**config.mk**
```make
export PLATFORM = sky130hd
export DESIGN_NAME = psd_band_classifier_flat
export DESIGN_NICKNAME = d
export VERILOG_FILES = /design/src/rtl/core/psd_pkg.sv /design/src/rtl/core/psd_req_if.sv /design/src/rtl/core/psd_rsp_if.sv /design/src/rtl/core/psd_interp.sv /design/src/rtl/core/psd_band_cmp.sv /design/src/rtl/core/psd_band_classifier.sv /design/src/flat_wrapper.sv
export VERILOG_INCLUDE_DIRS = /design/src /design/src/rtl/core
export SDC_FILE = /design/constraint.sdc
export NUM_CORES = 2
export LEC_CHECK = 0
export ABC_AREA = 1
export BUFFER_PORTS_ARGS = -buffer_cell sky130_fd_sc_hd__buf_2
export CAP_MARGIN = 20
export CORE_UTILIZATION = 43
export CTS_CLUSTER_SIZE = 8
export DETAILED_ROUTE_END_ITERATION = 6
export GPL_TIMING_DRIVEN = 0
export PLACE_DENSITY = 0.66
export SYNTH_ARGS = -nofsm -noshare
export SYNTH_HDL_FRONTEND = slang
export SYNTH_SLANG_ARGS = --single-unit
```
**constraint.sdc**
```tcl
create_clock -name clock -period 14.4 [get_ports clock]
set_input_delay 2.88 -clock clock [delete_from_list [all_inputs] [get_ports clock]]
set_output_delay 2.88 -clock clock [all_outputs]
set_load 0.02 [all_outputs]
```
**src/rtl/core/psd_band_classifier_defines.svh**
```systemverilog
// assertion macros for the band classifier
`ifndef PSD_BAND_CLASSIFIER_DEFINES_SVH
`define PSD_BAND_CLASSIFIER_DEFINES_SVH

// condition holds in the same cycle
`define PSD_ASSERT_SAME(label, clk, rst, ante, cons) \
   label: assert property (@(posedge clk) disable iff (rst) (ante) |-> (cons)) \
      else $error("psd check failed: same cycle");

// condition holds in the following cycle
`define PSD_ASSERT_NEXT(label, clk, rst, ante, cons) \
   label: assert property (@(posedge clk) disable iff (rst) (ante) |=> (cons)) \
      else $error("psd check failed: next cycle");

`endif

```
**src/rtl/core/psd_pkg.sv**
```systemverilog
`timescale 1ns / 1ps

package psd_pkg;

   localparam int BREAKPOINTS      = 9;
   localparam int ENERGY_FRAC_BITS = 4;
   localparam int ENERGY_WIDTH     = 20;
   localparam int FRACTION_WIDTH   = 16;
   localparam int FRACTION_SHIFT   = 14;
   localparam int REGIONS          = BREAKPOINTS + 1;
   localparam int REGION_WIDTH     = $clog2(REGIONS);
   localparam int SPAN_WIDTH       = ENERGY_WIDTH + 1;
   localparam int EDGE_WIDTH       = 8;
   localparam int DY_WIDTH         = EDGE_WIDTH + 1;
   localparam int FRAC100_WIDTH    = FRACTION_WIDTH + 7;
   localparam int PROD_WIDTH       = 48;

   localparam int CURVES          = 4;
   localparam int CURVE_GAMMA_LO  = 0;
   localparam int CURVE_GAMMA_HI  = 1;
   localparam int CURVE_ALPHA_LO  = 2;
   localparam int CURVE_ALPHA_HI  = 3;

   // breakpoints in whole photoelectrons
   localparam int BP_PE [BREAKPOINTS] = '{0, 100, 200, 300, 500, 5000, 10000, 15000, 25000};

   // band edges in hundredths
   localparam int EDGE_TAB [CURVES][BREAKPOINTS] = '{
      '{ 0,  0,  0,  0,  0, 20, 20, 20, 20},
      '{60, 50, 48, 46, 42, 32, 32, 32, 32},
      '{30, 40, 45, 45, 45, 45, 40, 40, 40},
      '{95, 95, 85, 85, 85, 85, 85, 85, 85}
   };

   typedef logic signed [SPAN_WIDTH-1:0] span_type;
   typedef logic signed [DY_WIDTH-1:0]   dy_type;
   typedef logic signed [PROD_WIDTH-1:0] prod_type;

   typedef struct packed {
      prod_type                    lhs;
      logic [CURVES-1:0][PROD_WIDTH-1:0] rhs;
   } edges_type;

   typedef struct packed {
      logic is_gamma;
      logic is_alpha;
   } class_type;

   function automatic span_type bp_scaled(input int k);
      return SPAN_WIDTH'(BP_PE[k] * (2 ** ENERGY_FRAC_BITS));
   endfunction

   // region 0: clamp low, region BREAKPOINTS: clamp high, else segment r-1
   function automatic logic region_interior(input int r);
      logic ok;
      ok = 1'b0;
      if (r > 0 && r < BREAKPOINTS) begin
         ok = (BP_PE[r] - BP_PE[r-1]) > 0;
      end
      return ok;
   endfunction

   function automatic span_type region_base(input int r);
      span_type base;
      base = '0;
      if (region_interior(r)) begin
         base = bp_scaled(r - 1);
      end
      return base;
   endfunction

   function automatic span_type region_span(input int r);
      span_type span;
      span = SPAN_WIDTH'(1);
      if (region_interior(r)) begin
         span = bp_scaled(r) - bp_scaled(r - 1);
      end
      return span;
   endfunction

   function automatic int region_y0(input int c, input int r);
      int y0;
      if (r == 0) begin
         y0 = EDGE_TAB[c][0];
      end else if (r >= BREAKPOINTS) begin
         y0 = EDGE_TAB[c][BREAKPOINTS-1];
      end else begin
         y0 = EDGE_TAB[c][r-1];
      end
      return y0;
   endfunction

   function automatic dy_type region_dy(input int c, input int r);
      dy_type dy;
      dy = '0;
      if (region_interior(r)) begin
         dy = DY_WIDTH'(EDGE_TAB[c][r] - EDGE_TAB[c][r-1]);
      end
      return dy;
   endfunction

   function automatic prod_type region_y0d(input int c, input int r);
      longint y0d;
      y0d = longint'(region_y0(c, r)) * longint'(region_span(r));
      return PROD_WIDTH'(y0d);
   endfunction

endpackage

```
**src/rtl/core/psd_req_if.sv**
```systemverilog
`timescale 1ns / 1ps

interface psd_req_if;
   logic                                       valid;
   logic                                       ready;
   logic signed [psd_pkg::ENERGY_WIDTH-1:0]    energy;
   logic signed [psd_pkg::FRACTION_WIDTH-1:0]  prompt_fraction;

   modport source (output valid, output energy, output prompt_fraction, input ready);
   modport sink (input valid, input energy, input prompt_fraction, output ready);
endinterface

```
**src/rtl/core/psd_rsp_if.sv**
```systemverilog
`timescale 1ns / 1ps

interface psd_rsp_if;
   logic valid;
   logic ready;
   logic is_gamma;
   logic is_alpha;

   modport source (output valid, output is_gamma, output is_alpha, input ready);
   modport sink (input valid, input is_gamma, input is_alpha, output ready);
endinterface

```
**src/rtl/core/psd_interp.sv**
```systemverilog
`timescale 1ns / 1ps

module psd_interp (
   input  logic signed [psd_pkg::ENERGY_WIDTH-1:0]   energy,
   input  logic signed [psd_pkg::FRACTION_WIDTH-1:0] prompt_fraction,
   output psd_pkg::edges_type                        edges
);

   logic [psd_pkg::REGION_WIDTH-1:0]         region;
   psd_pkg::span_type                        energy_ext;
   psd_pkg::span_type                        offset;
   psd_pkg::span_type                        span;
   logic signed [psd_pkg::FRAC100_WIDTH-1:0] frac_ext;
   logic signed [psd_pkg::FRAC100_WIDTH-1:0] frac100;

   assign energy_ext = psd_pkg::SPAN_WIDTH'(energy);

   // segment search against constant breakpoints
   always_comb begin
      region = psd_pkg::REGION_WIDTH'(psd_pkg::BREAKPOINTS);
      for (int k = psd_pkg::BREAKPOINTS - 1; k >= 1; k--) begin
         if (energy_ext < psd_pkg::bp_scaled(k)) begin
            region = psd_pkg::REGION_WIDTH'(k);
         end
      end
      if (energy_ext <= psd_pkg::bp_scaled(0)) begin
         region = '0;
      end
   end

   assign offset   = energy_ext - psd_pkg::region_base(int'(region));
   assign span     = psd_pkg::region_span(int'(region));
   assign frac_ext = psd_pkg::FRAC100_WIDTH'(prompt_fraction);
   assign frac100  = (frac_ext <<< 6) + (frac_ext <<< 5) + (frac_ext <<< 2);

   // edge scaled by segment width: (y0*d + t*dy) << 14
   always_comb begin
      psd_pkg::prod_type slope_term;
      psd_pkg::prod_type sum;
      edges.lhs = psd_pkg::PROD_WIDTH'(frac100 * span);
      for (int c = 0; c < psd_pkg::CURVES; c++) begin
         slope_term   = psd_pkg::PROD_WIDTH'(offset * psd_pkg::region_dy(c, int'(region)));
         sum          = psd_pkg::region_y0d(c, int'(region)) + slope_term;
         edges.rhs[c] = sum <<< psd_pkg::FRACTION_SHIFT;
      end
   end

endmodule

```
**src/rtl/core/psd_band_cmp.sv**
```systemverilog
`timescale 1ns / 1ps

module psd_band_cmp (
   input  psd_pkg::edges_type edges,
   output psd_pkg::class_type flags
);

   psd_pkg::prod_type gamma_lo;
   psd_pkg::prod_type gamma_hi;
   psd_pkg::prod_type alpha_lo;
   psd_pkg::prod_type alpha_hi;

   assign gamma_lo = $signed(edges.rhs[psd_pkg::CURVE_GAMMA_LO]);
   assign gamma_hi = $signed(edges.rhs[psd_pkg::CURVE_GAMMA_HI]);
   assign alpha_lo = $signed(edges.rhs[psd_pkg::CURVE_ALPHA_LO]);
   assign alpha_hi = $signed(edges.rhs[psd_pkg::CURVE_ALPHA_HI]);

   // strictly inside, equal is outside
   assign flags.is_gamma = (edges.lhs > gamma_lo) && (edges.lhs < gamma_hi);
   assign flags.is_alpha = (edges.lhs > alpha_lo) && (edges.lhs < alpha_hi);

endmodule

```
**src/rtl/core/psd_band_classifier.sv**
```systemverilog
`timescale 1ns / 1ps
// psd_band_classifier: pulse shape discrimination by piecewise linear bands
// req_chan carries one detector event per transaction (energy with 4 fractional
// bits, prompt_fraction with 14 fractional bits); rsp_chan returns one
// transaction per event with is_gamma and is_alpha, in arrival order.
// Both channels use valid/ready; a transaction moves when both are high.
// Pipeline: input register, interpolation register (segment select and
// cross multiplication by the segment width), result register.
// Throughput is one event per cycle while rsp_chan.ready stays high; the width
// multiply feeding the interpolation register sets the stage delay.
// When rsp_chan.ready is low, the result register holds and earlier stages
// keep filling until all three are full; req_chan.ready then drops.
// Synchronous active-high reset empties all stages; no tables need clearing.
`include "psd_band_classifier_defines.svh"

module psd_band_classifier (
   input  logic         clock,
   input  logic         reset,
   psd_req_if.sink      req_chan,
   psd_rsp_if.source    rsp_chan
);

   logic                                       v1_ff, v1_in;
   logic                                       v2_ff, v2_in;
   logic                                       v3_ff, v3_in;
   logic                                       en1, en2, en3;
   logic signed [psd_pkg::ENERGY_WIDTH-1:0]    energy_ff, energy_in;
   logic signed [psd_pkg::FRACTION_WIDTH-1:0]  frac_ff, frac_in;
   psd_pkg::edges_type                         edges;
   psd_pkg::edges_type                         edges_ff, edges_in;
   psd_pkg::class_type                         flags;
   psd_pkg::class_type                         cls_ff, cls_in;

   assign en3 = !v3_ff || rsp_chan.ready;
   assign en2 = !v2_ff || en3;
   assign en1 = !v1_ff || en2;

   assign req_chan.ready = en1;

   assign v1_in     = en1 ? req_chan.valid : v1_ff;
   assign v2_in     = en2 ? v1_ff : v2_ff;
   assign v3_in     = en3 ? v2_ff : v3_ff;
   assign energy_in = en1 ? req_chan.energy : energy_ff;
   assign frac_in   = en1 ? req_chan.prompt_fraction : frac_ff;
   assign edges_in  = en2 ? edges : edges_ff;
   assign cls_in    = en3 ? flags : cls_ff;

   psd_interp u_interp (
      .energy          (energy_ff),
      .prompt_fraction (frac_ff),
      .edges           (edges)
   );

   psd_band_cmp u_cmp (
      .edges (edges_ff),
      .flags (flags)
   );

   always_ff @(posedge clock) begin
      if (reset) begin
         v1_ff <= 1'b0;
         v2_ff <= 1'b0;
         v3_ff <= 1'b0;
      end else begin
         v1_ff <= v1_in;
         v2_ff <= v2_in;
         v3_ff <= v3_in;
      end
   end

   always_ff @(posedge clock) begin
      energy_ff <= energy_in;
      frac_ff   <= frac_in;
      edges_ff  <= edges_in;
      cls_ff    <= cls_in;
   end

   assign rsp_chan.valid    = v3_ff;
   assign rsp_chan.is_gamma = cls_ff.is_gamma;
   assign rsp_chan.is_alpha = cls_ff.is_alpha;

   `PSD_ASSERT_NEXT(a_accept_fills, clock, reset, req_chan.valid && req_chan.ready, v1_ff)
   `PSD_ASSERT_NEXT(a_stage2_holds, clock, reset, v2_ff && !en3, v2_ff && $stable(edges_ff))
   `PSD_ASSERT_NEXT(a_stage2_moves, clock, reset, v2_ff && en3, rsp_chan.valid)
   `PSD_ASSERT_SAME(a_full_blocks, clock, reset, v1_ff && !en2, !req_chan.ready)

endmodule

```
**src/flat_wrapper.sv**
```systemverilog
// flat-port wrapper written by rule: the top's interface ports become plain ports
module psd_band_classifier_flat 
  (clock, reset, req_chan_valid, req_chan_energy, req_chan_prompt_fraction, req_chan_ready, rsp_chan_valid, rsp_chan_is_gamma, rsp_chan_is_alpha, rsp_chan_ready);
  psd_req_if req_chan_i ();
  psd_rsp_if rsp_chan_i ();
  input  logic clock;
  input  logic reset;
  input wire logic [$bits(req_chan_i.valid)-1:0] req_chan_valid;
  input wire logic [$bits(req_chan_i.energy)-1:0] req_chan_energy;
  input wire logic [$bits(req_chan_i.prompt_fraction)-1:0] req_chan_prompt_fraction;
  output wire logic [$bits(req_chan_i.ready)-1:0] req_chan_ready;
  output wire logic [$bits(rsp_chan_i.valid)-1:0] rsp_chan_valid;
  output wire logic [$bits(rsp_chan_i.is_gamma)-1:0] rsp_chan_is_gamma;
  output wire logic [$bits(rsp_chan_i.is_alpha)-1:0] rsp_chan_is_alpha;
  input wire logic [$bits(rsp_chan_i.ready)-1:0] rsp_chan_ready;
  assign req_chan_i.valid = req_chan_valid;
  assign req_chan_i.energy = req_chan_energy;
  assign req_chan_i.prompt_fraction = req_chan_prompt_fraction;
  assign req_chan_ready = req_chan_i.ready;
  assign rsp_chan_valid = rsp_chan_i.valid;
  assign rsp_chan_is_gamma = rsp_chan_i.is_gamma;
  assign rsp_chan_is_alpha = rsp_chan_i.is_alpha;
  assign rsp_chan_i.ready = rsp_chan_ready;
  psd_band_classifier u_core (.clock(clock), .reset(reset), .req_chan(req_chan_i), .rsp_chan(rsp_chan_i));
endmodule
```
## Word-level counts from Yosys, hierarchy flattened

Memory sizes are Yosys's and may differ from the RTL's.
Cells that the tools add are included.

| word-level totals | value |
|---|---|
| flip-flop bits (word level) | 225 |
| memory bits (read-only) | 5,120 |
| input bits | 40 |
| logic and storage cells | 120 |
| memories | 10 |

| operators by class | value |
|---|---|
| $add $sub $neg | 14 |
| multipliers | 9 |
| magnitude comparators | 19 |
| muxes and demuxes | 44 |
| bitwise gates (word level) | 2 |
| reductions and logical operators | 10 |

Memories:

| memory | words | width | read ports | clocked after Yosys merged registers in | write ports | line | source |
|---|---|---|---|---|---|---|---|
| (no name shown) | 16 | 32 | 1 | 0 | 0 | psd_pkg.sv:88 | `y0 = EDGE_TAB[c][r-1];` |
| (no name shown) | 16 | 32 | 1 | 0 | 0 | psd_pkg.sv:97 | `dy = DY_WIDTH'(EDGE_TAB[c][r] - EDGE_TAB[c][r-1]);` |
| (no name shown) | 16 | 32 | 1 | 0 | 0 | psd_pkg.sv:97 |  |
| (no name shown) | 16 | 32 | 1 | 0 | 0 | psd_pkg.sv:88 |  |
| (no name shown) | 16 | 32 | 1 | 0 | 0 | psd_pkg.sv:50 | `return SPAN_WIDTH'(BP_PE[k] * (2 ** ENERGY_FRAC_BITS));` |
| (no name shown) | 16 | 32 | 1 | 0 | 0 | psd_pkg.sv:97 |  |
| 4 more memories | n/a | n/a | n/a | n/a | n/a | n/a |  |

Operators by type and width:

| kind | number |
|---|---|
| $mux W32 | 20 |
| $add A34 B30 Y34 | 4 |
| $mul A32 B21 Y34 | 4 |
| $mul A21 B9 Y30 | 4 |
| $mux W9 | 12 |
| $gt A48 B48 Y1 | 2 |
| $lt A48 B48 Y1 | 2 |
| $ge A32 B5 Y1 const B | 2 |
| $mul A23 B21 Y44 | 1 |
| $mux W21 | 2 |
| $lt A20 B14 Y1 const B | 2 |
| $lt A20 B19 Y1 const B | 2 |
| $sub A9 B9 Y9 | 4 |
| $gt A32 B1 Y1 const B | 1 |
| $mux W4 | 8 |
| $not A32 Y32 | 1 |
| $not A4 Y32 | 1 |
| $sub A32 B32 Y32 | 1 |
| $add A22 B21 Y23 | 1 |
| $add A23 B18 Y23 | 1 |
| $sub A20 B21 Y21 | 1 |
| $sub A21 B21 Y21 | 1 |
| $le A20 B1 Y1 const B | 1 |
| $lt A20 B12 Y1 const B | 1 |
| other kinds (12) | 19 |

## Depth between registers and ports, before layout

| depth | value |
|---|---|
| depth after elaboration | 22 |
| gate-level depth with buffers | 81 |

## By module

From an unflattened synthesis, not the netlist that was laid out.

| second synthesis, totals | value |
|---|---|
| cell total of the unflattened synthesis | 7,468 |
| area, all modules | 67,741.2 sq um |

By module, submodules not included:

| module | instances | cells each | area an instance (sq um) | sequential area each (sq um) |
|---|---|---|---|---|
| psd_interp | 1 | 6,319 | 54,090.6 | 0.0 |
| psd_band_classifier | 1 | 291 | 8,459.4 | 8,408.1 |
| psd_band_cmp | 1 | 858 | 5,191.2 | 0.0 |

## Least setup slack after synthesis

OpenSTA, ideal clock, no wires.

| timing | value |
|---|---|
| kind | register to register |
| from | register u_core.energy_ff[19] in the netlist's numbering |
| to | register u_core.edges_ff[140] in the netlist's numbering (data pin) |
| setup time | 0.259 ns |
| arrival | 12.171 ns |
| required time | 14.141 ns |
| setup slack | 1.970 ns |
| cell stages (with the launch flop) | 68 |
| path buffers | 5 |
| period minus slack after synthesis | 12.430 ns |
| cell sequence | edfxtp_1 buf_6 or2_4 nor2_1 nand2_1 nand2_1 nand2_1 clkbuf_1 nand2_1 inv_1 ha_1 inv_1 nand2_1 inv_1 nor2_1 nand2_1 inv_1 ha_1 [32 not listed] fa_1 inv_1 fa_1 inv_1 fa_1 fa_1 fa_1 fa_1 fa_1 ha_1 ha_1 a21oi_1 inv_1 a31oi_1 o21ai_0 a221oi_1 nand2_1 xor2_1 |

RTL lines:

| what | line | source |
|---|---|---|
| from (decl) | psd_band_classifier.sv:27 | `logic signed [psd_pkg::ENERGY_WIDTH-1:0] energy_ff, energy_in;` |
| from (signal assigned) | psd_band_classifier.sv:72 | `energy_ff <= energy_in;` |
| to (signal assigned) | psd_band_classifier.sv:74 | `edges_ff <= edges_in;` |
| to (decl) | psd_band_classifier.sv:30 | `psd_pkg::edges_type edges_ff, edges_in;` |

==> out/metrics.yaml <==
seq_area_frac_synth_pct: 10.21
critPathCaptureType: "flop"
vias: 46980
syn-mean-instance-area_um2: 9.115
synth_compound_area_share_pct: 4.628
ys_ff_latch: 216
fin_nets: 9362
criticalPathCategory: "flop to flop"
cp_max_fo: 10
grt_usage_pct: 26.96
min_path_type: "flop to flop"
finalCritPeriodShare_pct: 96.80
syn_area_um2: 63230
required_ns: 14.71
synthTopCellsByArea: "fa_1 38%, ha_1 20%, inv_1 11%"
dp_hpwl_um: 167900
grt_pass1_vias: 48590
synthAdderAreaFrac_pct: 58.64
drt-pass1-iter-count: 5
start_util_pct: 43.39
timing.max_cap.violations: 0
slew_viol_final: 0
r2r_setup_slack_ns: 0.46
finalSetupViolations: 0
die-area_um2: 148600
ys_top_cells_by_count: "1818 x inv_1, 1211 x fa_1, 1026 x ha_1"
synth_top_area_cell: "fa_1"
layout-drive-gt1-share_pct: 5.851
path_delay_family: "adder cells"
core_um2: 145700
synth_top_family_by_area: "adder cells"
cts_buffers: 34
synth_flop_cell: "edfxtp_1"
finalHoldViolCount: 0
grt_antenna_before_repair: 10
skew_ns: 0.04898
routed_wire_length_per_instance_um: 21.70
synth_edf_count: 213
numClockSinks: 216
htree_levels: 2
slowest_delay_ns: 0.55
drt-vias-per-instance: 5.212
io_pins: 44
detail-route-antenna-nets: 0
slowest_stage: "fa_1"
fin_crit_ns: 13.94
fmax_mhz: 71.74
clock_latency_ns: 0.60
synthCells: 6937
grt_start_max_net_pins: 133
drt_iter0_markers: 3670
die_w_um: 385.5
portBuffers: 43
fp.dieH_um: 385.5
synth.top_cell.area_share_pct: 38.34
grt_pass1_wl_um: 295200
met3WireLength_um: 21910
yosys_warnings: 0
wl_um: 195600
met2_length_um: 83440
cp_num_buf_inv: 15
status: "complete, no violations"
routabilityCongestion: 1.051
start_kind: "flop"
fin_tns_setup_ns: 0
cts_root_buffer: "clkbuf_16"
crit_top_cell: "nand2_1"
ys_types: 60
cts_hold_buf: 0
num_rows: 140
tightest_slew_ns: 1.217
drc: 0
top_layer: "met5"
drt-met1-wl_um: 80550
slew_headroom_pct: 18.85
syn_to_final_growth_pct: 7.415
clock_path_buffers: 3
async_reset_ff_share_pct: 0
cts_tree: "built"
yosysMostFrequentCell: "inv_1"
muxShareOfSynthArea_pct: 0
worstPathArrival_ns: 14.25
clk_pin_slew_worst_paths_ns: 0.05
grt_overflow: 0
yosys.area_share.simple_pct: 11.57
synthXorXnorAreaFrac_pct: 2.812
[cell usage in the layout (no fill, tap or decap), drive strengths merged, types with 12 or more instances in the layout]
cell / count
a31oi: 21
clkinv: 21
fa: 1211
nand4: 36
nand2: 875
conb: 39
nor2: 707
o21bai: 12
inv: 1837
clkbuf: 79
edfxtp: 213
xor2: 136
buf: 175
o211ai: 13
o21ai: 118
a21o: 14
o21a: 17
nand3: 89
xnor2: 67
a21oi: 264
ha: 1026
nor4: 15
nor3: 30
[worst reg2reg max path, delay by kind of cell (launching register included)]
| kind | cells | cell delay (ns) |
|---|---|---|
| xor+xnor | 2 | 0.83 |
| fa+ha+maj | 13 | 5.71 |
| compound gates | 8 | 1.62 |
| simple gates | 23 | 3.01 |
| flops | 1 | 0.35 |
| buf+inv | 15 | 2.11 |
[final cells by class]
type | count | area (um^2)
plain buffers | 133 | 752.0
clock inverters | 6 | 53.80
well taps | 1917 | 2399
repair buffers | 83 | 591.8
multi-input cells | 4762 | 49770
flip-flops and latches | 216 | 6456
fillers | 14050 | 77820
clock buffers | 38 | 887.1
inverters | 1855 | 7003
diodes | 4 | 10.01
[kinds of logic (layout without fill, tap and decap cells)]
family	after synthesis	in the layout
AO/OA/AOI/OAI	511	511
XOR/XNOR	203	203
flip-flops	216	216
AND/OR/NAND/NOR	1772	1772
other	2	43
adder cells (fa/ha/maj)	2237	2237
buffers and inverters	1996	2115
[sequential cells by signal, summed over array words and instances (netlist names)]
signal and flops:
u_core.rsp_chan.is_gamma 1, u_core.v1_ff 1, u_core.frac_ff 16, u_core.rsp_chan.valid 1, u_core.edges_ff 175, u_core.v2_ff 1
u_core.rsp_chan.is_alpha 1, u_core.energy_ff 20
[final timing paths]
path | startpoint | end | cells after the start
setup / recovery | u_core.energy_ff[4]$_DFFE_PP_ | u_core.edges_ff[139]$_DFFE_PP_ | 61
hold reg to reg | u_core.v2_ff$_SDFFE_PP0P_ | u_core.rsp_chan.valid$_SDFFE_PP0P_ | 2
hold / removal | u_core.v2_ff$_SDFFE_PP0P_ | u_core.rsp_chan.valid$_SDFFE_PP0P_ | 2
setup reg to reg | u_core.energy_ff[4]$_DFFE_PP_ | u_core.edges_ff[139]$_DFFE_PP_ | 61
[timing repair]
item / CTS / global route
gates cloned: 0 / 0
endpoints found under the setup margin: 89 / 66
gates resized for setup: 85 / 73
pin swaps: 10 / 10
buffers inserted: 12 / 16
[metrics by stage]
| step | hold slack, ns | util (%) | instance area, um^2 | cells | setup WS, ns |
|---|---|---|---|---|---|
| 5_1_grt | 0.4860 | 46.60 | 67910 | 9011 | -0.08161 |
| 3_5_place_dp | 0.4582 | 45.37 | 66130 | 8942 | -2.763 |
| 6_report | 0.4639 | 46.60 | 67920 | 9014 | 0.4605 |
| 3_3_place_gp | 0.4300 | 45.27 | 65980 | 8934 | -2.936 |
| 2_1_floorplan | 0.4240 | - | 63370 | 6974 | 1.970 |
| 4_1_cts | 0.4675 | 46.29 | 67470 | 8992 | 0.02487 |
[layer usage]
metal	track usage, %	vias to the layer above
met2	40.48	2028
met3	8.251	352
met4	11.26	4
met1	36.02	23330
li1	-	21270
met5	0	-
Power is left out: the tool's default activity adds up to more than one toggle a clock period on the data nets, which glitch-free logic cannot reach.
